### src/hw/rtl/bpgs_pkg.sv
// Shared types, constants and lookup tables for the button panel gear selector.
// No dependencies; compiled first.
`timescale 1ns / 1ps
`default_nettype none

package bpgs_pkg;

    // Field widths
    localparam int ID_W    = 11;
    localparam int KEYS_W  = 8;
    localparam int MODE_W  = 2;
    localparam int SOC_W   = 10;
    localparam int GEAR_W  = 2;
    localparam int MASK_W  = 6;

    // Configuration port
    localparam int NUM_LEVELS = 6;
    localparam int CFG_IDX_W  = 3;
    localparam int CFG_DATA_W = SOC_W;

    // Panel frame identifier
    localparam logic [ID_W-1:0] PANEL_ID = 11'h195;

    // Key bits, shared by the frame byte and the LED masks
    localparam logic [MASK_W-1:0] KEY_DRIVE   = 6'h01;
    localparam logic [MASK_W-1:0] KEY_NEUTRAL = 6'h02;
    localparam logic [MASK_W-1:0] KEY_REVERSE = 6'h04;
    localparam logic [MASK_W-1:0] KEY_PARK    = 6'h08;
    localparam logic [MASK_W-1:0] KEY_REGEN   = 6'h10;
    localparam logic [MASK_W-1:0] KEY_HEAT    = 6'h20;

    // Gear codes
    localparam logic [GEAR_W-1:0] GEAR_PARK    = 2'd0;
    localparam logic [GEAR_W-1:0] GEAR_REVERSE = 2'd1;
    localparam logic [GEAR_W-1:0] GEAR_NEUTRAL = 2'd2;
    localparam logic [GEAR_W-1:0] GEAR_DRIVE   = 2'd3;

    // Operating modes
    localparam logic [MODE_W-1:0] MODE_OFF    = 2'd0;
    localparam logic [MODE_W-1:0] MODE_RUN    = 2'd1;
    localparam logic [MODE_W-1:0] MODE_CHARGE = 2'd2;

    // Item kinds
    localparam logic CMD_FRAME = 1'b0;
    localparam logic CMD_TICK  = 1'b1;

    // Key lit by each SoC bar, lowest threshold first
    localparam logic [MASK_W-1:0] BAR_KEY [NUM_LEVELS] = '{
        KEY_HEAT, KEY_REVERSE, KEY_REGEN, KEY_NEUTRAL, KEY_PARK, KEY_DRIVE
    };

    // Threshold values after reset, tenths of a percent
    localparam logic [SOC_W-1:0] LEVEL_RESET [NUM_LEVELS] = '{
        10'd166, 10'd322, 10'd498, 10'd664, 10'd830, 10'd990
    };

    typedef logic [NUM_LEVELS-1:0][SOC_W-1:0] levels_t;

    typedef struct packed {
        logic              command;
        logic [ID_W-1:0]   message_id;
        logic [KEYS_W-1:0] key_bits;
        logic              brake_pressed;
        logic [MODE_W-1:0] operating_mode;
        logic [SOC_W-1:0]  charge_level;
    } item_t;

    typedef struct packed {
        logic [GEAR_W-1:0] selected_gear;
        logic              regen_off;
        logic              heat_request;
        logic              lamp_frame_valid;
        logic [MASK_W-1:0] red_mask;
        logic [MASK_W-1:0] green_mask;
        logic [MASK_W-1:0] blue_mask;
    } result_t;

    // Key that shows a gear
    function automatic logic [MASK_W-1:0] gear_key(input logic [GEAR_W-1:0] gear);
        logic [MASK_W-1:0] key;
        case (gear)
            GEAR_PARK:    key = KEY_PARK;
            GEAR_REVERSE: key = KEY_REVERSE;
            GEAR_NEUTRAL: key = KEY_NEUTRAL;
            GEAR_DRIVE:   key = KEY_DRIVE;
            default:      key = KEY_PARK;
        endcase
        return key;
    endfunction

endpackage

`default_nettype wire

### src/hw/rtl/bpgs_if.sv
// Valid/ready channel interfaces for panel items and panel results.
// Depends on bpgs_pkg for field widths.
`timescale 1ns / 1ps
`default_nettype none

interface bpgs_in_if
    import bpgs_pkg::*;
();
    logic              valid;
    logic              ready;
    logic              command;
    logic [ID_W-1:0]   message_id;
    logic [KEYS_W-1:0] key_bits;
    logic              brake_pressed;
    logic [MODE_W-1:0] operating_mode;
    logic [SOC_W-1:0]  charge_level;

    modport source (
        output valid, command, message_id, key_bits, brake_pressed,
               operating_mode, charge_level,
        input  ready
    );
    modport sink (
        input  valid, command, message_id, key_bits, brake_pressed,
               operating_mode, charge_level,
        output ready
    );
endinterface

interface bpgs_out_if
    import bpgs_pkg::*;
();
    logic              valid;
    logic              ready;
    logic [GEAR_W-1:0] selected_gear;
    logic              regen_off;
    logic              heat_request;
    logic              lamp_frame_valid;
    logic [MASK_W-1:0] red_mask;
    logic [MASK_W-1:0] green_mask;
    logic [MASK_W-1:0] blue_mask;

    modport source (
        output valid, selected_gear, regen_off, heat_request, lamp_frame_valid,
               red_mask, green_mask, blue_mask,
        input  ready
    );
    modport sink (
        input  valid, selected_gear, regen_off, heat_request, lamp_frame_valid,
               red_mask, green_mask, blue_mask,
        output ready
    );
endinterface

`default_nettype wire

### src/hw/rtl/bpgs_cfg_regs.sv
// SoC threshold registers written through the plain configuration port.
// Depends on bpgs_pkg.
`timescale 1ns / 1ps
`default_nettype none

module bpgs_cfg_regs
    import bpgs_pkg::*;
(
    input  wire logic                  clk,
    input  wire logic                  rst_n,
    input  wire logic                  cfg_we,
    input  wire logic [CFG_IDX_W-1:0]  cfg_index,
    input  wire logic [CFG_DATA_W-1:0] cfg_data,
    output levels_t                    levels
);

    levels_t levels_reg;

    // Write one threshold; indexes past the list are dropped
    always_ff @(posedge clk or negedge rst_n)
    begin
        if (!rst_n)
        begin
            for (int i = 0; i < NUM_LEVELS; i++)
            begin
                levels_reg[i] <= LEVEL_RESET[i];
            end
        end
        else if (cfg_we && (cfg_index < CFG_IDX_W'(NUM_LEVELS)))
        begin
            levels_reg[cfg_index] <= cfg_data[SOC_W-1:0];
        end
    end

    assign levels = levels_reg;

endmodule

`default_nettype wire

### src/hw/rtl/bpgs_in_stage.sv
// Input register: captures one panel item per transfer.
// Depends on bpgs_pkg and bpgs_in_if.
`timescale 1ns / 1ps
`default_nettype none

module bpgs_in_stage
    import bpgs_pkg::*;
(
    input  wire logic  clk,
    input  wire logic  rst_n,
    bpgs_in_if.sink    in_ch,
    input  wire logic  advance,
    output logic       item_valid,
    output item_t      item
);

    logic  valid_reg;
    item_t item_reg;

    // Take a new item whenever the held one moves on or the register is empty
    assign in_ch.ready = !valid_reg || advance;

    always_ff @(posedge clk or negedge rst_n)
    begin
        if (!rst_n)
        begin
            valid_reg <= 1'b0;
        end
        else if (in_ch.ready)
        begin
            valid_reg <= in_ch.valid;
        end
    end

    // Capture payload on a transfer
    always_ff @(posedge clk)
    begin
        if (in_ch.valid && in_ch.ready)
        begin
            item_reg.command        <= in_ch.command;
            item_reg.message_id     <= in_ch.message_id;
            item_reg.key_bits       <= in_ch.key_bits;
            item_reg.brake_pressed  <= in_ch.brake_pressed;
            item_reg.operating_mode <= in_ch.operating_mode;
            item_reg.charge_level   <= in_ch.charge_level;
        end
    end

    assign item_valid = valid_reg;
    assign item       = item_reg;

endmodule

`default_nettype wire

### src/hw/rtl/bpgs_step.sv
// Panel state (gear, key history, flags, blink) and the per-item update logic.
// Depends on bpgs_pkg.
`timescale 1ns / 1ps
`default_nettype none

module bpgs_step
    import bpgs_pkg::*;
(
    input  wire logic clk,
    input  wire logic rst_n,
    input  wire logic advance,
    input  item_t     item,
    input  levels_t   levels,
    output result_t   result
);

    logic [GEAR_W-1:0] gear_reg,   gear_next;
    logic [KEYS_W-1:0] keys_reg,   keys_next;
    logic              regen_reg,  regen_next;
    logic              heater_reg, heater_next;
    logic              blink_reg,  blink_next;

    logic [KEYS_W-1:0] pressed;
    logic              allow;
    logic              found;
    logic [MASK_W-1:0] bars;
    logic [MASK_W-1:0] blue;
    logic              lamp;

    always_comb
    begin
        gear_next   = gear_reg;
        keys_next   = keys_reg;
        regen_next  = regen_reg;
        heater_next = heater_reg;
        blink_next  = blink_reg;
        pressed     = '0;
        allow       = 1'b0;
        found       = 1'b0;
        bars        = '0;
        blue        = '0;
        lamp        = 1'b0;

        if (item.command == CMD_FRAME)
        begin
            // Rising key edges, later keys overriding earlier ones
            if (item.message_id == PANEL_ID)
            begin
                pressed = item.key_bits & ~keys_reg;
                allow   = (gear_reg != GEAR_PARK) || item.brake_pressed;
                if (|(pressed[MASK_W-1:0] & KEY_DRIVE) && allow)
                begin
                    gear_next = GEAR_DRIVE;
                end
                if (|(pressed[MASK_W-1:0] & KEY_REVERSE) && allow)
                begin
                    gear_next = GEAR_REVERSE;
                end
                if (|(pressed[MASK_W-1:0] & KEY_NEUTRAL) && allow)
                begin
                    gear_next = GEAR_NEUTRAL;
                end
                if (|(pressed[MASK_W-1:0] & KEY_PARK))
                begin
                    gear_next = GEAR_PARK;
                end
                if (|(pressed[MASK_W-1:0] & KEY_REGEN))
                begin
                    regen_next = ~regen_reg;
                end
                if (|(pressed[MASK_W-1:0] & KEY_HEAT))
                begin
                    heater_next = ~heater_reg;
                end
                keys_next = item.key_bits;
            end
        end
        else
        begin
            // Tick: force neutral when off, flip blink, build LED masks
            if (item.operating_mode == MODE_OFF)
            begin
                gear_next = GEAR_NEUTRAL;
            end
            blink_next = ~blink_reg;
            lamp       = 1'b1;

            for (int i = 0; i < NUM_LEVELS; i++)
            begin
                if (item.charge_level > levels[i])
                begin
                    bars = bars | BAR_KEY[i];
                end
            end

            // Charging blink: first threshold still above the level
            if ((item.operating_mode == MODE_CHARGE) && blink_next)
            begin
                for (int i = 0; i < NUM_LEVELS; i++)
                begin
                    if (!found && (item.charge_level < levels[i]))
                    begin
                        bars  = bars | BAR_KEY[i];
                        found = 1'b1;
                    end
                end
            end

            if (item.operating_mode == MODE_RUN)
            begin
                blue = gear_key(gear_next);
                bars = bars & ~blue;
                if (regen_reg)
                begin
                    blue = KEY_REGEN;
                    bars = bars & ~KEY_REGEN;
                end
            end

            if (heater_reg)
            begin
                blue = KEY_HEAT;
                bars = bars & ~KEY_HEAT;
            end
        end

        result.selected_gear    = gear_next;
        result.regen_off        = regen_next;
        result.heat_request     = heater_next;
        result.lamp_frame_valid = lamp;
        result.red_mask         = bars;
        result.green_mask       = bars;
        result.blue_mask        = blue;
    end

    // Commit state as each item moves into the result register
    always_ff @(posedge clk or negedge rst_n)
    begin
        if (!rst_n)
        begin
            gear_reg   <= GEAR_PARK;
            keys_reg   <= '0;
            regen_reg  <= 1'b0;
            heater_reg <= 1'b0;
            blink_reg  <= 1'b0;
        end
        else if (advance)
        begin
            gear_reg   <= gear_next;
            keys_reg   <= keys_next;
            regen_reg  <= regen_next;
            heater_reg <= heater_next;
            blink_reg  <= blink_next;
        end
    end

endmodule

`default_nettype wire

### src/hw/rtl/bpgs_out_stage.sv
// Result register driving the output channel.
// Depends on bpgs_pkg and bpgs_out_if.
`timescale 1ns / 1ps
`default_nettype none

module bpgs_out_stage
    import bpgs_pkg::*;
(
    input  wire logic  clk,
    input  wire logic  rst_n,
    input  wire logic  load,
    input  result_t    result,
    output logic       space,
    bpgs_out_if.source out_ch
);

    logic    valid_reg;
    result_t result_reg;

    // Room for a new result when empty or when the held one transfers now
    assign space = !valid_reg || out_ch.ready;

    always_ff @(posedge clk or negedge rst_n)
    begin
        if (!rst_n)
        begin
            valid_reg <= 1'b0;
        end
        else if (load)
        begin
            valid_reg <= 1'b1;
        end
        else if (out_ch.ready)
        begin
            valid_reg <= 1'b0;
        end
    end

    // Hold payload until the next load
    always_ff @(posedge clk)
    begin
        if (load)
        begin
            result_reg <= result;
        end
    end

    assign out_ch.valid            = valid_reg;
    assign out_ch.selected_gear    = result_reg.selected_gear;
    assign out_ch.regen_off        = result_reg.regen_off;
    assign out_ch.heat_request     = result_reg.heat_request;
    assign out_ch.lamp_frame_valid = result_reg.lamp_frame_valid;
    assign out_ch.red_mask         = result_reg.red_mask;
    assign out_ch.green_mask       = result_reg.green_mask;
    assign out_ch.blue_mask        = result_reg.blue_mask;

endmodule

`default_nettype wire

### src/hw/rtl/button_panel_gear_selector_top.sv
// Button panel gear selector: six-key panel handling and LED mask generation.
//
// Channels: in_ch takes panel items (a received frame or a 100 ms tick),
// out_ch returns exactly one result per item, in order. Both use valid/ready;
// a transfer happens on a rising edge with valid and ready high.
// Configuration: cfg_we, cfg_index and cfg_data write the six SoC thresholds
// (index 0 to 5); other indexes are ignored. Write only while idle.
// Path: an item transferred on in_ch sits in the input register, passes through
// the update logic and moves into the result register once that register has
// room (two register stages).
// Throughput: one item per clock while out_ch.ready stays high; the state update
// between the input and result registers is combinational.
// Reset (rst_n low, asynchronous): both registers empty, gear park, key
// history, flags and blink phase clear, thresholds back to their defaults.
// Stall: while out_ch.ready is low the result holds; one more item is held in
// the input register, after which in_ch.ready drops.
// Depends on bpgs_pkg, bpgs_if and the bpgs_* stage modules.
`timescale 1ns / 1ps
`default_nettype none

module button_panel_gear_selector_top
    import bpgs_pkg::*;
(
    input  wire logic                  clk,
    input  wire logic                  rst_n,
    bpgs_in_if.sink                    in_ch,
    bpgs_out_if.source                 out_ch,
    input  wire logic                  cfg_we,
    input  wire logic [CFG_IDX_W-1:0]  cfg_index,
    input  wire logic [CFG_DATA_W-1:0] cfg_data
);

    levels_t levels;
    item_t   item;
    result_t result;
    logic    item_valid;
    logic    space;
    logic    advance;

    // Move the held item on when the result register has room
    assign advance = item_valid && space;

    bpgs_cfg_regs u_cfg (
        .clk       (clk),
        .rst_n     (rst_n),
        .cfg_we    (cfg_we),
        .cfg_index (cfg_index),
        .cfg_data  (cfg_data),
        .levels    (levels)
    );

    bpgs_in_stage u_in (
        .clk        (clk),
        .rst_n      (rst_n),
        .in_ch      (in_ch),
        .advance    (advance),
        .item_valid (item_valid),
        .item       (item)
    );

    bpgs_step u_step (
        .clk     (clk),
        .rst_n   (rst_n),
        .advance (advance),
        .item    (item),
        .levels  (levels),
        .result  (result)
    );

    bpgs_out_stage u_out (
        .clk    (clk),
        .rst_n  (rst_n),
        .load   (advance),
        .result (result),
        .space  (space),
        .out_ch (out_ch)
    );

`ifndef SYNTHESIS
    // A moved item always shows up as a result
    a_advance_shows: assert property (@(posedge clk) disable iff (!rst_n)
        advance |=> out_ch.valid)
        else $error("result missing after item advanced");

    // Frame results carry no LED masks
    a_frame_dark: assert property (@(posedge clk) disable iff (!rst_n)
        (out_ch.valid && !out_ch.lamp_frame_valid) |->
        (out_ch.red_mask == '0 && out_ch.green_mask == '0 && out_ch.blue_mask == '0))
        else $error("LED masks set on a frame result");

    // Blue lights at most one key, and red tracks green
    a_mask_shape: assert property (@(posedge clk) disable iff (!rst_n)
        out_ch.valid |-> ($onehot0(out_ch.blue_mask) &&
                          out_ch.red_mask == out_ch.green_mask))
        else $error("malformed LED masks");
`endif

endmodule

`default_nettype wire

### src/flat_wrapper.sv
// flat-port wrapper written by rule: the top's interface ports become plain ports
module button_panel_gear_selector_top_flat import bpgs_pkg::*;
  (clk, rst_n, cfg_we, cfg_index, cfg_data, in_ch_valid, in_ch_command, in_ch_message_id, in_ch_key_bits, in_ch_brake_pressed, in_ch_operating_mode, in_ch_charge_level, in_ch_ready, out_ch_valid, out_ch_selected_gear, out_ch_regen_off, out_ch_heat_request, out_ch_lamp_frame_valid, out_ch_red_mask, out_ch_green_mask, out_ch_blue_mask, out_ch_ready);
  bpgs_in_if in_ch_i ();
  bpgs_out_if out_ch_i ();
  input  wire logic clk;
  input  wire logic rst_n;
  input  wire logic cfg_we;
  input  wire logic [CFG_IDX_W-1:0] cfg_index;
  input  wire logic [CFG_DATA_W-1:0] cfg_data;
  input wire logic [$bits(in_ch_i.valid)-1:0] in_ch_valid;
  input wire logic [$bits(in_ch_i.command)-1:0] in_ch_command;
  input wire logic [$bits(in_ch_i.message_id)-1:0] in_ch_message_id;
  input wire logic [$bits(in_ch_i.key_bits)-1:0] in_ch_key_bits;
  input wire logic [$bits(in_ch_i.brake_pressed)-1:0] in_ch_brake_pressed;
  input wire logic [$bits(in_ch_i.operating_mode)-1:0] in_ch_operating_mode;
  input wire logic [$bits(in_ch_i.charge_level)-1:0] in_ch_charge_level;
  output wire logic [$bits(in_ch_i.ready)-1:0] in_ch_ready;
  output wire logic [$bits(out_ch_i.valid)-1:0] out_ch_valid;
  output wire logic [$bits(out_ch_i.selected_gear)-1:0] out_ch_selected_gear;
  output wire logic [$bits(out_ch_i.regen_off)-1:0] out_ch_regen_off;
  output wire logic [$bits(out_ch_i.heat_request)-1:0] out_ch_heat_request;
  output wire logic [$bits(out_ch_i.lamp_frame_valid)-1:0] out_ch_lamp_frame_valid;
  output wire logic [$bits(out_ch_i.red_mask)-1:0] out_ch_red_mask;
  output wire logic [$bits(out_ch_i.green_mask)-1:0] out_ch_green_mask;
  output wire logic [$bits(out_ch_i.blue_mask)-1:0] out_ch_blue_mask;
  input wire logic [$bits(out_ch_i.ready)-1:0] out_ch_ready;
  assign in_ch_i.valid = in_ch_valid;
  assign in_ch_i.command = in_ch_command;
  assign in_ch_i.message_id = in_ch_message_id;
  assign in_ch_i.key_bits = in_ch_key_bits;
  assign in_ch_i.brake_pressed = in_ch_brake_pressed;
  assign in_ch_i.operating_mode = in_ch_operating_mode;
  assign in_ch_i.charge_level = in_ch_charge_level;
  assign in_ch_ready = in_ch_i.ready;
  assign out_ch_valid = out_ch_i.valid;
  assign out_ch_selected_gear = out_ch_i.selected_gear;
  assign out_ch_regen_off = out_ch_i.regen_off;
  assign out_ch_heat_request = out_ch_i.heat_request;
  assign out_ch_lamp_frame_valid = out_ch_i.lamp_frame_valid;
  assign out_ch_red_mask = out_ch_i.red_mask;
  assign out_ch_green_mask = out_ch_i.green_mask;
  assign out_ch_blue_mask = out_ch_i.blue_mask;
  assign out_ch_i.ready = out_ch_ready;
  button_panel_gear_selector_top u_core (.clk(clk), .rst_n(rst_n), .in_ch(in_ch_i), .out_ch(out_ch_i), .cfg_we(cfg_we), .cfg_index(cfg_index), .cfg_data(cfg_data));
endmodule
### config.mk
export PLATFORM = sky130hd
export DESIGN_NAME = button_panel_gear_selector_top_flat
export DESIGN_NICKNAME = d
export VERILOG_FILES = /design/src/hw/rtl/bpgs_pkg.sv /design/src/hw/rtl/bpgs_if.sv /design/src/hw/rtl/bpgs_cfg_regs.sv /design/src/hw/rtl/bpgs_in_stage.sv /design/src/hw/rtl/bpgs_step.sv /design/src/hw/rtl/bpgs_out_stage.sv /design/src/hw/rtl/button_panel_gear_selector_top.sv /design/src/flat_wrapper.sv
export SDC_FILE = /design/constraint.sdc
export NUM_CORES = 1
export LEC_CHECK = 0
export BUFFER_PORTS_ARGS = -buffer_cell sky130_fd_sc_hd__buf_2
export CAP_MARGIN = 5
export CORE_MARGIN = 4
export CORE_UTILIZATION = 45
export DETAILED_ROUTE_END_ITERATION = 7
export PLACE_DENSITY = 0.66
export SLEW_MARGIN = 15
export SYNTH_ARGS = -nofsm -noshare
export SYNTH_HDL_FRONTEND = slang
export SYNTH_HIERARCHICAL = 1
export SYNTH_SLANG_ARGS = --single-unit
### constraint.sdc
create_clock -name clk -period 6.1 [get_ports clk]
set_input_delay 0.305 -clock clk [delete_from_list [all_inputs] [get_ports clk]]
set_output_delay 0.305 -clock clk [all_outputs]
set_load 0.1 [all_outputs]
Word level (Yosys, flattened, before mapping)

Index checks and enable logic that the tools add are counted.

Bits in latches: 0
Logic and storage cells: 147
ROM bits: 0
Flip-flop bits (word level): 121
Memories kept: 0
Output and inout bits: 25
Memory bits (writable): 0
Input bits: 51

Add/subtract/negate cells: 0
$mul: 0
Reduce and logical (&&, ||, !) cells: 32
Mux-type cells: 57
Div/mod/pow operators: 0
Bitwise operators: 9
Equality and inequality tests: 6
Shift-type cells: 0
Magnitude comparators: 15

Operator list:

| cell                                                                  | number |
|---|---|
| 60-bit bitwise mux                                                    | 1 |
| 10-bit greater-than comparator                                        | 6 |
| 10-bit < comparator                                                   | 6 |
| 6-bit two-way mux                                                     | 10 |
| 10-bit demux with 3-bit select                                        | 1 |
| 1-bit two-way mux                                                     | 26 |
| 6-bit case mux with 4 select lines                                    | 1 |
| 2-bit two-way mux                                                     | 10 |
| 5-bit two-way mux                                                     | 3 |
| 1-bit logical AND                                                     | 13 |
| 6-bit AND                                                             | 2 |
| 6-bit NOT                                                             | 2 |
| 11-bit by 9-bit == test with 1-bit output (second input constant)     | 1 |
| 10-bit two-way mux                                                    | 1 |
| 4-bit two-way mux                                                     | 2 |
| 1-bit logical NOT                                                     | 7 |
| 2-bit == test (second input constant)                                 | 3 |
| 3-bit two-way mux                                                     | 2 |
| 1-bit NOT                                                             | 5 |
| 2-bit by 1-bit == test with 1-bit output (second input constant)      | 2 |
| 2-bit logical NOT                                                     | 2 |
| 3-bit by 4-bit < comparator with 1-bit output (second input constant) | 1 |
| 2-bit nonzero test                                                    | 2 |
| 4-bit OR reduction                                                    | 1 |
| other kinds (7)                                                       | 9 |

Depth between registers and ports, before layout

Gate-level depths: netlist (run 1).

Word-level depth: 32
Mapped depth: 9
Gate-level depth less buffers: 8

By module

Netlist (run 1), hierarchy kept.

Modules (own cells, without submodules):

| module                         | cells an instance | times used | area an instance (sq um) | sequential area each (sq um) |
|---|---|---|---|---|
| bpgs_cfg_regs                  | 132               | 1          | 2451.1                   | 1541.5 |
| bpgs_step                      | 314               | 1          | 2419.8                   | 275.3 |
| bpgs_in_stage                  | 37                | 1          | 1044.8                   | 1016.0 |
| bpgs_out_stage                 | 26                | 1          | 738.2                    | 715.7 |
| button_panel_gear_selector_top | 1                 | 1          | 6.3                      | 0.0 |

Worst setup path before layout (run 1)

Ideal clock, no wire load.

Path kind: reg2reg
From: register u_core.u_out.valid_reg, in the netlist u_core/u_out/out_ch.valid
To: register u_core.u_in.item_reg, in the netlist u_core/u_in/item[0] (enable)
Buffers on the path: 0
Stages on the path, launching flop included: 5
Clock period less this slack: 2.980 ns
Slack: 3.120 ns
Arrival time: 2.639 ns
Data required time: 5.759 ns
Setup time: 0.341 ns
Cell sequence: dfrtp_1 nand2b_4 and2_1 nand2b_4 and2_4

Longest elaborated chain between the ends: 5

RTL lines:

| what                     | line                                 | source |
|---|---|---|
| start: declaration       | bpgs_out_stage.sv:17                 | `logic valid_reg;` |
| start signal: assignment | bpgs_out_stage.sv:27                 | `valid_reg <= 1'b0;` |
| start signal: assignment | bpgs_out_stage.sv:31                 | `valid_reg <= 1'b1;` |
| start signal: assignment | bpgs_out_stage.sv:35                 | `valid_reg <= 1'b0;` |
| 1-bit logical NOT        | bpgs_out_stage.sv:21                 | `assign space = !valid_reg \|\| out_ch.ready;` |
| 1-bit logical OR         | bpgs_out_stage.sv:21                 |  |
| named net u_core.space   | button_panel_gear_selector_top.sv:37 | `logic space;` |
| 1-bit logical AND        | button_panel_gear_selector_top.sv:41 | `assign advance = item_valid && space;` |
| named net u_core.advance | button_panel_gear_selector_top.sv:38 | `logic advance;` |
| 1-bit logical OR         | bpgs_in_stage.sv:21                  | `assign in_ch.ready = !valid_reg \|\| advance;` |
| named net in_ch_ready    | flat_wrapper.sv:18                   | `output wire logic [$bits(in_ch_i.ready)-1:0] in_ch_ready;` |
| 1-bit logical AND        | bpgs_in_stage.sv:38                  | `if (in_ch.valid && in_ch.ready)` |
| end: declaration         | bpgs_in_stage.sv:18                  | `item_t item_reg;` |

The timed path passes the listed nets, and every way through them passes these cells.
A chain may end at the register's enable or synchronous reset.

Final worst setup path (run 1)

From: register u_core.u_in.item_reg, in the netlist u_core/u_in/item[7]
To: register u_core.u_out.result_reg, in the netlist u_core/u_out/out_ch.red_mask[0], data pin

Longest elaborated chain between the ends: 32
Elaborated cells between the ends (all ways): 44
Those cells by class: order compare: 7; mux: 26; bitwise: 1; reduce/logical: 10

RTL lines:

| what                   | line                 | source |
|---|---|---|
| 10-bit < comparator    | bpgs_step.sv:101     | `if (!found && (item.charge_level < levels[i]))` |
| 1-bit two-way mux      | bpgs_step.sv:101     |  |
| 1-bit two-way mux      | bpgs_step.sv:97      | `if ((item.operating_mode == MODE_CHARGE) && blink_next)` |
| 1-bit two-way mux      | bpgs_step.sv:44      | `if (item.command == CMD_FRAME)` |
| 1-bit logical NOT      | bpgs_step.sv:101     |  |
| 1-bit logical AND      | bpgs_step.sv:101     |  |
| 1-bit two-way mux      | bpgs_step.sv:101     |  |
| 1-bit two-way mux      | bpgs_step.sv:97      |  |
| [... 16 more ...]      | --                   |  |
| 1-bit logical NOT      | bpgs_step.sv:101     |  |
| 1-bit logical AND      | bpgs_step.sv:101     |  |
| 1-bit two-way mux      | bpgs_step.sv:101     |  |
| 6-bit two-way mux (*)  | bpgs_step.sv:97      |  |
| 6-bit two-way mux (*)  | bpgs_step.sv:44      |  |
| 6-bit AND              | bpgs_step.sv:112     | `bars = bars & ~blue;` |
| 5-bit two-way mux      | bpgs_step.sv:113     | `if (regen_reg)` |
| 6-bit two-way mux (*)  | bpgs_step.sv:109     | `if (item.operating_mode == MODE_RUN)` |
| end signal: assignment | bpgs_out_stage.sv:44 | `result_reg <= result;` |
| end: declaration       | bpgs_out_stage.sv:18 | `result_t result_reg;` |

Every way passes the cells marked *; elsewhere a longest branch is shown, timed or not. The select of a mux whose other input is x is not followed.

==> results of run 1 <==
==> worst min-delay path by stage <==
| stage | cells after the start | from | slack, ns | endpoint |
|---|---|---|---|---|
| floorplan | 0 | rst_n | 0.009 | u_core/u_cfg/levels[0]$_DFFE_PN0P_ |
| global placement | 1 | u_core/u_step/blink_reg$_DFFE_PN0P_ | 0.45 | u_core/u_step/blink_reg$_DFFE_PN0P_ |
| detailed placement | 1 | u_core/u_step/blink_reg$_DFFE_PN0P_ | 0.46 | u_core/u_step/blink_reg$_DFFE_PN0P_ |
| CTS | 1 | in_ch_message_id[5] | 0.05 | u_core/u_in/item[26]$_DFFE_PP_ |
| global route | 1 | in_ch_message_id[2] | 0.05 | u_core/u_in/item[23]$_DFFE_PP_ |
| finish | 1 | in_ch_message_id[2] | 0.06 | u_core/u_in/item[23]$_DFFE_PP_ |
==> power by group through the flow <==
stage               logic, mW  clock network (mW)  registers (mW)
finish                  0.709               0.947            1.16
global route            0.778                1.01            1.17
CTS                     0.711               0.966            1.16
detailed placement      0.707                   0            1.17
global placement        0.682                   0            1.17
floorplan               0.394                   0            1.33
==> metrics by stage <==
stage          power (mW)  utilization
3_5_place_dp         1.88        0.502
6_report             2.81        0.541
2_1_floorplan        1.72            -
4_1_cts              2.84        0.541
3_3_place_gp         1.85        0.502
5_1_grt              2.97        0.541
==> layout by cell type (no fill, tap or decap), drive strengths merged, types with 2 or more instances in the layout <==
cell / n
clkinvlp: 2
nand3: 5
nor3b: 2
and4: 2
a21o: 2
ha: 60
clkinv: 8
a211oi: 12
a21oi: 18
o31ai: 2
nor3: 7
and3: 2
nor4b: 3
buf: 76
o21ai: 19
or3b: 3
edfxtp: 54
clkbuf: 19
nand3b: 3
and2: 3
nand4b: 3
xnor2: 4
and4bb: 3
a2111o: 2
nor4: 3
inv: 68
a2111oi: 2
nand2: 17
dfrtp: 41
dfstp: 32
nor2: 21
nand2b: 13
mux2: 66
bufinv: 2
nand4: 10
==> worst register-to-register path, cell delays in order (launching register included) <==
cell	delay, ns
edfxtp_1	0.52
ha_1	0.36
a21oi_1	0.14
nor2_1	0.06
a211oi_1	0.45
o21ai_0	0.35
nand3_1	0.20
o21ai_0	0.15
==> metal layers <==
layer	track usage	wire (um)
met2	0.284	6610
met1	0.217	5970
met3	0.0470	593
met4	0.0611	277
met5	0	0
==> cell type report <==
type	count	area [um^2]	share of cell area
Sequential cell	127	3490	0.457
Multi-Input combinational cell	296	2720	0.357
Clock buffer	19	433	0.0567
Timing Repair Buffer	76	388	0.0508
Inverter	67	251	0.0330
Tap cell	180	225	0.0295
Clock inverter	13	123	0.0161
==> qor.yml, run 1 <==
run_status: "complete, no violations"
rsz0062_at_grt: "no"
grt_pass1_vias: 4303
slowest_delay_ns: 0.52
r2r_end: "u_core/u_out/out_ch.red_mask[0]$_DFFE_PP_"
fin_cells: 778
maxSlewHeadroom: 0.364
area_delta_synth_final_pct: 15.6
placed_cell_area_um2: 7080
gp_congestion: 0.828
setup_viol: 0
cp.depth: 7
cts_resized: 0
synth_nets: 619
die_h_um: 129
min_period_ns: 2.52
dieArea_um2: 16700
worst_setup_path_start_kind: "flop"
skew_ns: 0.00714
cts_tree: "yes"
placedCellCount: 746
cp-end-kind: "flop"
portBuffers: 73
max_slew.worst_pin.slew_ns: 0.954
worstPathCellList: "ha_1 -> a21oi_1 -> nor2_1 -> a211oi_1 -> o21ai_0 -> nand3_1 -> o21ai_0"
p_per_area_nw_per_um2: 369
ff2ff_setup_slack_ns: 3.58
cts_root_buf: "clkbuf_16"
rows: 43
slowest_stage: "edfxtp_1"
worstPathMaxFanout: 6
yosys_warnings: 6
largest_reg_flops: 60
place_worst_setup_slack_ns: 3.56
crit_required_ns: 6.23
insertion_delay_ns: 0.41
crit_buf_inv: 0
htreeDepth: 4
antennaDiodeCount: 0
drt-pass1-iter-count: 4
via_per_inst: 5.20
p_int_mw: 1.93
first_iter_violations: 141
hp-class: "in2reg"
core-area_um2: 14100
holdWs_ns: 0.0632
wl_um: 13500
fillers: 1217
criticalPathCategory: "reg2reg"
slew_violations: 0
cts_buffer_depth: 2
wl_per_cell_um: 17.3
swShare: 0.314
vdd_ir_drop_max_mv: 0.194
grt_max_degree: 74
drv_cap: 0
postCtsSetupBuffers: 0
hpwlAfterDp_um: 9760
crit_end: "u_core/u_out/out_ch.red_mask[0]$_DFFE_PP_"
clock_sinks: 127
pwr-share-comb: 0.252
critPathTopFamily: "compound AO/OA/AOI/OAI gates"
antenna_found_initial: 0
final_hold_viol_count: 0
cp.arrival_ns: 2.65
seqPwrFrac: 0.411
grt_usage: 0.172
r2r_start: "u_core/u_in/item[7]$_DFFE_PP_"
fin_ws_ns: 3.58
grt_overflow_total: 0
switching_power_mw: 0.883
crit_path_start: "u_core/u_in/item[7]$_DFFE_PP_"
cts_made_buffers: 17
final_layout_size_suffix_gt1_frac: 0.365
via_count: 4046
avgSynthCellArea_um2: 13.0
finalCritPeriodShare: 0.413
finalSetupTns_ns: 0
final_cell_area_um2: 7630
hold_buffers: 0
worstRegToRegCells: 7
grt_pass1_wl_um: 21800
cp_common_cell: "o21ai_0"
start_util: 0.468
pin_count: 76
p_clk_frac: 0.337
drc_errors: 0
nNetsFinal: 696
max_freq_mhz: 397
drtAntennaViolNets: 0
syn_inst: 508
fp.dieW_um: 129
power.leakage_nw: 3.43
clkSlewWorstSetupHoldPaths_ns: 0.06
netlist_area_um2: 6600
Power figures use the tool's default switching activity.
==> run 2: changes to the inputs <==
Clock period 6.1 ns to 2.4 ns, I/O delays scaled along.
==> run 2 against run 1 <==
  * First-iteration DRC count up 35%
  * Non-clock buffer count up 56
  * Critical path depth unchanged
  * Core utilization grew 4.7 points
  * Combinational power grew to 2.8 times the previous value
  * Global-route usage increased by 0.60 points
  * Sequential cell count stayed put
  * Via count grew 4.9%
  * Critical endpoint is now u_core/u_out/out_ch.green_mask[3]$_DFFE_PP_
==> qor.yml, run 2 (synthesis results as in run 1) <==
hpwlAfterDp_um: 9910
power.leakage_nw: 3.70
drtAntennaViolNets: 0
worst_setup_path_start_kind: "flop"
pin_count: 76
use_met2: 0.285
rows: 43
clock_sinks: 127
gp_congestion: 0.869
insertion_delay_ns: 0.42
die_h_um: 129
clkSlewWorstSetupHoldPaths_ns: 0.06
final_cell_mix: "buf_2, inv_1, ha_1, edfxtp_1, dfrtp_1"
fin_cells: 834
core-area_um2: 14100
cts_tree: "yes"
cts_buffer_depth: 2
grt_usage: 0.178
min_period_ns: 2.33
grt_use_met3: 0.0453
r2r_start: "u_core/u_in/item[1]$_DFFE_PP_"
vdd_ir_drop_max_mv: 0.476
drc_errors: 0
p_per_area_nw_per_um2: 883
hp-class: "in2reg"
htreeDepth: 4
largest_reg_flops: 60
grt_overflow_total: 0
global_route.usage.met1: 0.233
max_slew.worst_pin.slew_ns: 0.772
maxSlewHeadroom: 0.486
final_layout_size_suffix_gt1_frac: 0.401
cts_root_buf: "clkbuf_16"
r2r_end: "u_core/u_out/out_ch.green_mask[3]$_DFFE_PP_"
slew_violations: 0
finalCritPeriodShare: 0.969
cp.arrival_ns: 2.48
max_freq_mhz: 430
final_hold_viol_count: 0
skew_ns: 0.0108
crit_path_start: "u_core/u_in/item[1]$_DFFE_PP_"
worstRegToRegCells: 7
antennaDiodeCount: 0
grt_pass1_wl_um: 22700
drt-pass1-iter-count: 4
wl_um: 13800
grt_pass1_vias: 4484
run_status: "complete, no violations"
slowest_delay_ns: 0.47
fp.dieW_um: 129
start_util: 0.468
portBuffers: 73
slowest_stage: "edfxtp_1"
dieArea_um2: 16700
top_usage_layer: "met2"
holdWs_ns: 0.0105
placedCellCount: 766
worstPathMaxFanout: 4
setup_viol: 0
first_iter_violations: 190
ff2ff_setup_slack_ns: 0.07
via_count: 4246
crit_required_ns: 2.56
grt_max_degree: 37
power_mw: 7.32
drv_cap: 0
via_per_inst: 5.09
criticalPathCategory: "reg2reg"
hold_depth: 2
antenna_found_initial: 0
cp-end-kind: "flop"
hold_end: "u_core/u_cfg/levels[27]$_DFFE_PN1P_"
min_from: "cfg_data[7]"
nNetsFinal: 752
area_delta_synth_final_pct: 25.6
worstPathCellList: "buf_4 -> ha_1 -> a21oi_1 -> nor2_1 -> a2111o_1 -> or3b_4 -> o31ai_4"
wl_per_cell_um: 16.5
cts_made_buffers: 17
final_common_cell: "buf_2"
[run 2: where the power goes]
part | internal (mW) | switching (mW) | leakage, nW | total (mW)
Clock | 1.35 | 1.02 | 0.258 | 2.37
Sequential | 2.74 | 0.193 | 1.35 | 2.93
Combinational | 0.791 | 1.22 | 2.09 | 2.02
Total | 4.88 | 2.44 | 3.70 | 7.32
[run 2: area by class of cell]
class	count	area, um^2
clock inverters	15	126
multi-input cells	296	2850
clock buffers	17	425
well taps	180	225
fillers	1144	5810
repair buffers	132	921
inverters	67	251
flip-flops and latches	127	3490
[run 2: worst max path at each step]
stage                                                              to  slack (ns)
after floorplan             u_core/u_out/out_ch.red_mask[3]$_DFFE_PP_        0.13
after global placement      u_core/u_out/out_ch.red_mask[5]$_DFFE_PP_       0.001
after detailed placement  u_core/u_out/out_ch.green_mask[3]$_DFFE_PP_       -0.05
after CTS                   u_core/u_out/out_ch.red_mask[5]$_DFFE_PP_       -0.03
after global routing        u_core/u_out/out_ch.red_mask[0]$_DFFE_PP_       -0.09
final                     u_core/u_out/out_ch.green_mask[3]$_DFFE_PP_        0.07
[run 2: layer usage]
metal / up-vias / wire length, um
met5: - / 0
met4: 0 / 366
met3: 21 / 564
met2: 98 / 6500
met1: 2047 / 6330
li1: 2080 / -
[run 2: worst max-delay path, delay by kind of cell, from the launching register on]
family	cells	cell delay, ns
DFF	1	0.47
and+or+nand+nor	2	0.36
buffers and inverters	1	0.18
adders and majority gates	1	0.28
AOI/OAI and AO/OA	3	0.76
[run 2: repair_timing]
| item | 4_1_cts | 5_1_grt |
|---|---|---|
| pin swaps | 0 | 10 |
| buffers inserted | 0 | 3 |
| endpoints found under the setup margin | 8 | 12 |
| hold buffers | 34 | 0 |
| hold endpoints to repair | 43 | 0 |
| gates resized for setup | 2 | 25 |
[run 2: through the flow]
stage / setup slack, ns / TNS (ns) / utilization / instance area (um^2)
2_1_floorplan: 0.133 / 0 / - / 6600
4_1_cts: -0.0336 / -0.102 / 0.577 / 8140
5_1_grt: -0.0874 / -0.204 / 0.588 / 8290
6_report: 0.0742 / 0 / 0.588 / 8290
3_5_place_dp: -0.0475 / -0.116 / 0.514 / 7240
3_3_place_gp: 0.00123 / 0 / 0.514 / 7240
==> run 3: changes to the inputs <==
Settings changed: HOLD_SLACK_MARGIN set to 0.08, PLACE_DENSITY 0.66 to 0.65.
==> run 3 against run 2 <==
  * Worst hold slack improved by 0.22 ns
  * Register-to-register slack got worse by 0.04 ns
  * Via count increased by 1.9%
  * Largest power group unchanged
==> qor.yml, run 3 (synthesis results as in run 1) <==
run_status: "complete, no violations"
die_h_um: 129
max_slew.worst_pin.slew_ns: 0.557
antennaDiodeCount: 0
grt_usage: 0.184
top_usage_layer: "met2"
final_cell_area_um2: 8470
cp.arrival_ns: 2.61
placed_cell_area_um2: 7240
wl_um: 14500
worstPathCellList: "ha_4 -> nand4_1 -> a211oi_2 -> a2111oi_4 -> buf_4 -> nor3_4 -> nand3_2 -> o31ai_4"
clkSlewWorstSetupHoldPaths_ns: 0.06
insertion_delay_ns: 0.42
wl_per_cell_um: 17.0
drv_cap: 0
power_mw: 7.67
final_cell_mix: "buf_2, inv_1, ha_1, edfxtp_1, dlygate4sd3_1"
final_layout_size_suffix_gt1_frac: 0.392
slowest_delay_ns: 0.51
finalCritPeriodShare: 0.985
grt_use_met3: 0.0437
grt_pass1_vias: 4464
crit_buf_inv: 1
largest_reg_flops: 60
p_per_area_nw_per_um2: 906
portBuffers: 73
cp-end-kind: "flop"
drtAntennaViolNets: 0
pin_count: 76
first_iter_violations: 256
drt-pass1-iter-count: 4
start_util: 0.468
drc_errors: 0
final_hold_viol_count: 0
htreeDepth: 4
skew_ns: 0.0207
rows: 43
use_met2: 0.303
area_delta_synth_final_pct: 28.3
worstPathMaxFanout: 5
cts_made_buffers: 17
max_freq_mhz: 423
final_util: 0.601
grt_max_degree: 41
nNetsFinal: 769
worst_setup_path_start_kind: "flop"
core-area_um2: 14100
clock_sinks: 127
gp_congestion: 0.850
holdWs_ns: 0.229
grt_overflow_total: 0
dieArea_um2: 16700
global_route.usage.met1: 0.240
rsz0062_at_grt: "yes"
cts_root_buf: "clkbuf_16"
critPathTopFamily: "compound AO/OA/AOI/OAI gates"
antenna_found_initial: 0
hp-class: "in2async"
maxSlewHeadroom: 0.629
cts_buffer_depth: 2
crit_required_ns: 2.65
vdd_ir_drop_max_mv: 0.401
grt_pass1_wl_um: 23200
final_common_cell: "buf_2"
power.leakage_nw: 3.80
finalSetupTns_ns: 0
via_count: 4326
criticalPathCategory: "reg2reg"
min_period_ns: 2.36
slew_violations: 0
cts_tree: "yes"
via_per_inst: 5.08
fp.dieW_um: 129
slowest_stage: "edfxtp_1"
hpwlAfterDp_um: 10200
setup_viol: 0
-- run 3: changes by cell type in the layout (fill, tap and decap cells not counted), sizes merged --
cell,previous run,this run
clkinvlp,5,3
dlygate4sd3,34,44
inv,75,69
bufinv,0,4
clkbuf,17,19
clkinv,2,4
buf,98,105
-- run 3: path summary, 6_finish.rpt --
kind / to / start / slack (ns) / cells after the start
hold / removal: u_core/u_cfg/levels[10]$_DFFE_PN0P_ / rst_n / 0.23 / 2
setup / recovery: u_core/u_out/out_ch.red_mask[3]$_DFFE_PP_ / u_core/u_in/item[9]$_DFFE_PP_ / 0.04 / 8
max in group asynchronous: u_core/u_cfg/levels[43]$_DFFE_PN1P_ / rst_n / 1.49 / 3
hold reg to reg: u_core/u_step/blink_reg$_DFFE_PN0P_ / u_core/u_step/blink_reg$_DFFE_PN0P_ / 0.47 / 1
setup reg to reg: u_core/u_out/out_ch.red_mask[3]$_DFFE_PP_ / u_core/u_in/item[9]$_DFFE_PP_ / 0.04 / 8
min in group clk: u_core/u_cfg/levels[9]$_DFFE_PN0P_ / cfg_index[1] / 0.32 / 4
-- run 3: cell type report --
class | instances | area [um^2]
flip-flops and latches | 127 | 3490
clock inverters | 13 | 188
inverters | 67 | 251
repair buffers | 149 | 1060
multi-input cells | 296 | 2820
well taps | 180 | 225
fillers | 1151 | 5630
clock buffers | 19 | 433
-- run 3: power by group --
part / leakage, nW / total (mW) / switching (mW) / internal [mW]
clock network: 0.294 / 2.69 / 0.954 / 1.74
logic: 2.15 / 2.04 / 1.23 / 0.815
registers: 1.35 / 2.93 / 0.190 / 2.74
-- run 3: per-layer routing --
layer,up-vias,wire length (um)
li1,2117,-
met1,2089,6300
met2,110,7310
met3,10,744
met4,0,148
met5,-,0
-- run 3: per-stage QoR --
step / instances / worst slack [ns]
floorplan: 508 / 0.133
global placement: 766 / 0.00772
detailed placement: 766 / -0.118
CTS: 842 / 0.0136
global route: 851 / -0.0729
finish: 851 / 0.0368
-- run 3: repair_timing --
item / 4_1_cts / 5_1_grt
endpoints found under the hold margin: 113 / 0
pin swaps: 1 / 10
gates resized for setup: 3 / 12
hold buffers: 44 / 0
buffers inserted: 0 / 9
endpoints found under the setup margin: 4 / 10
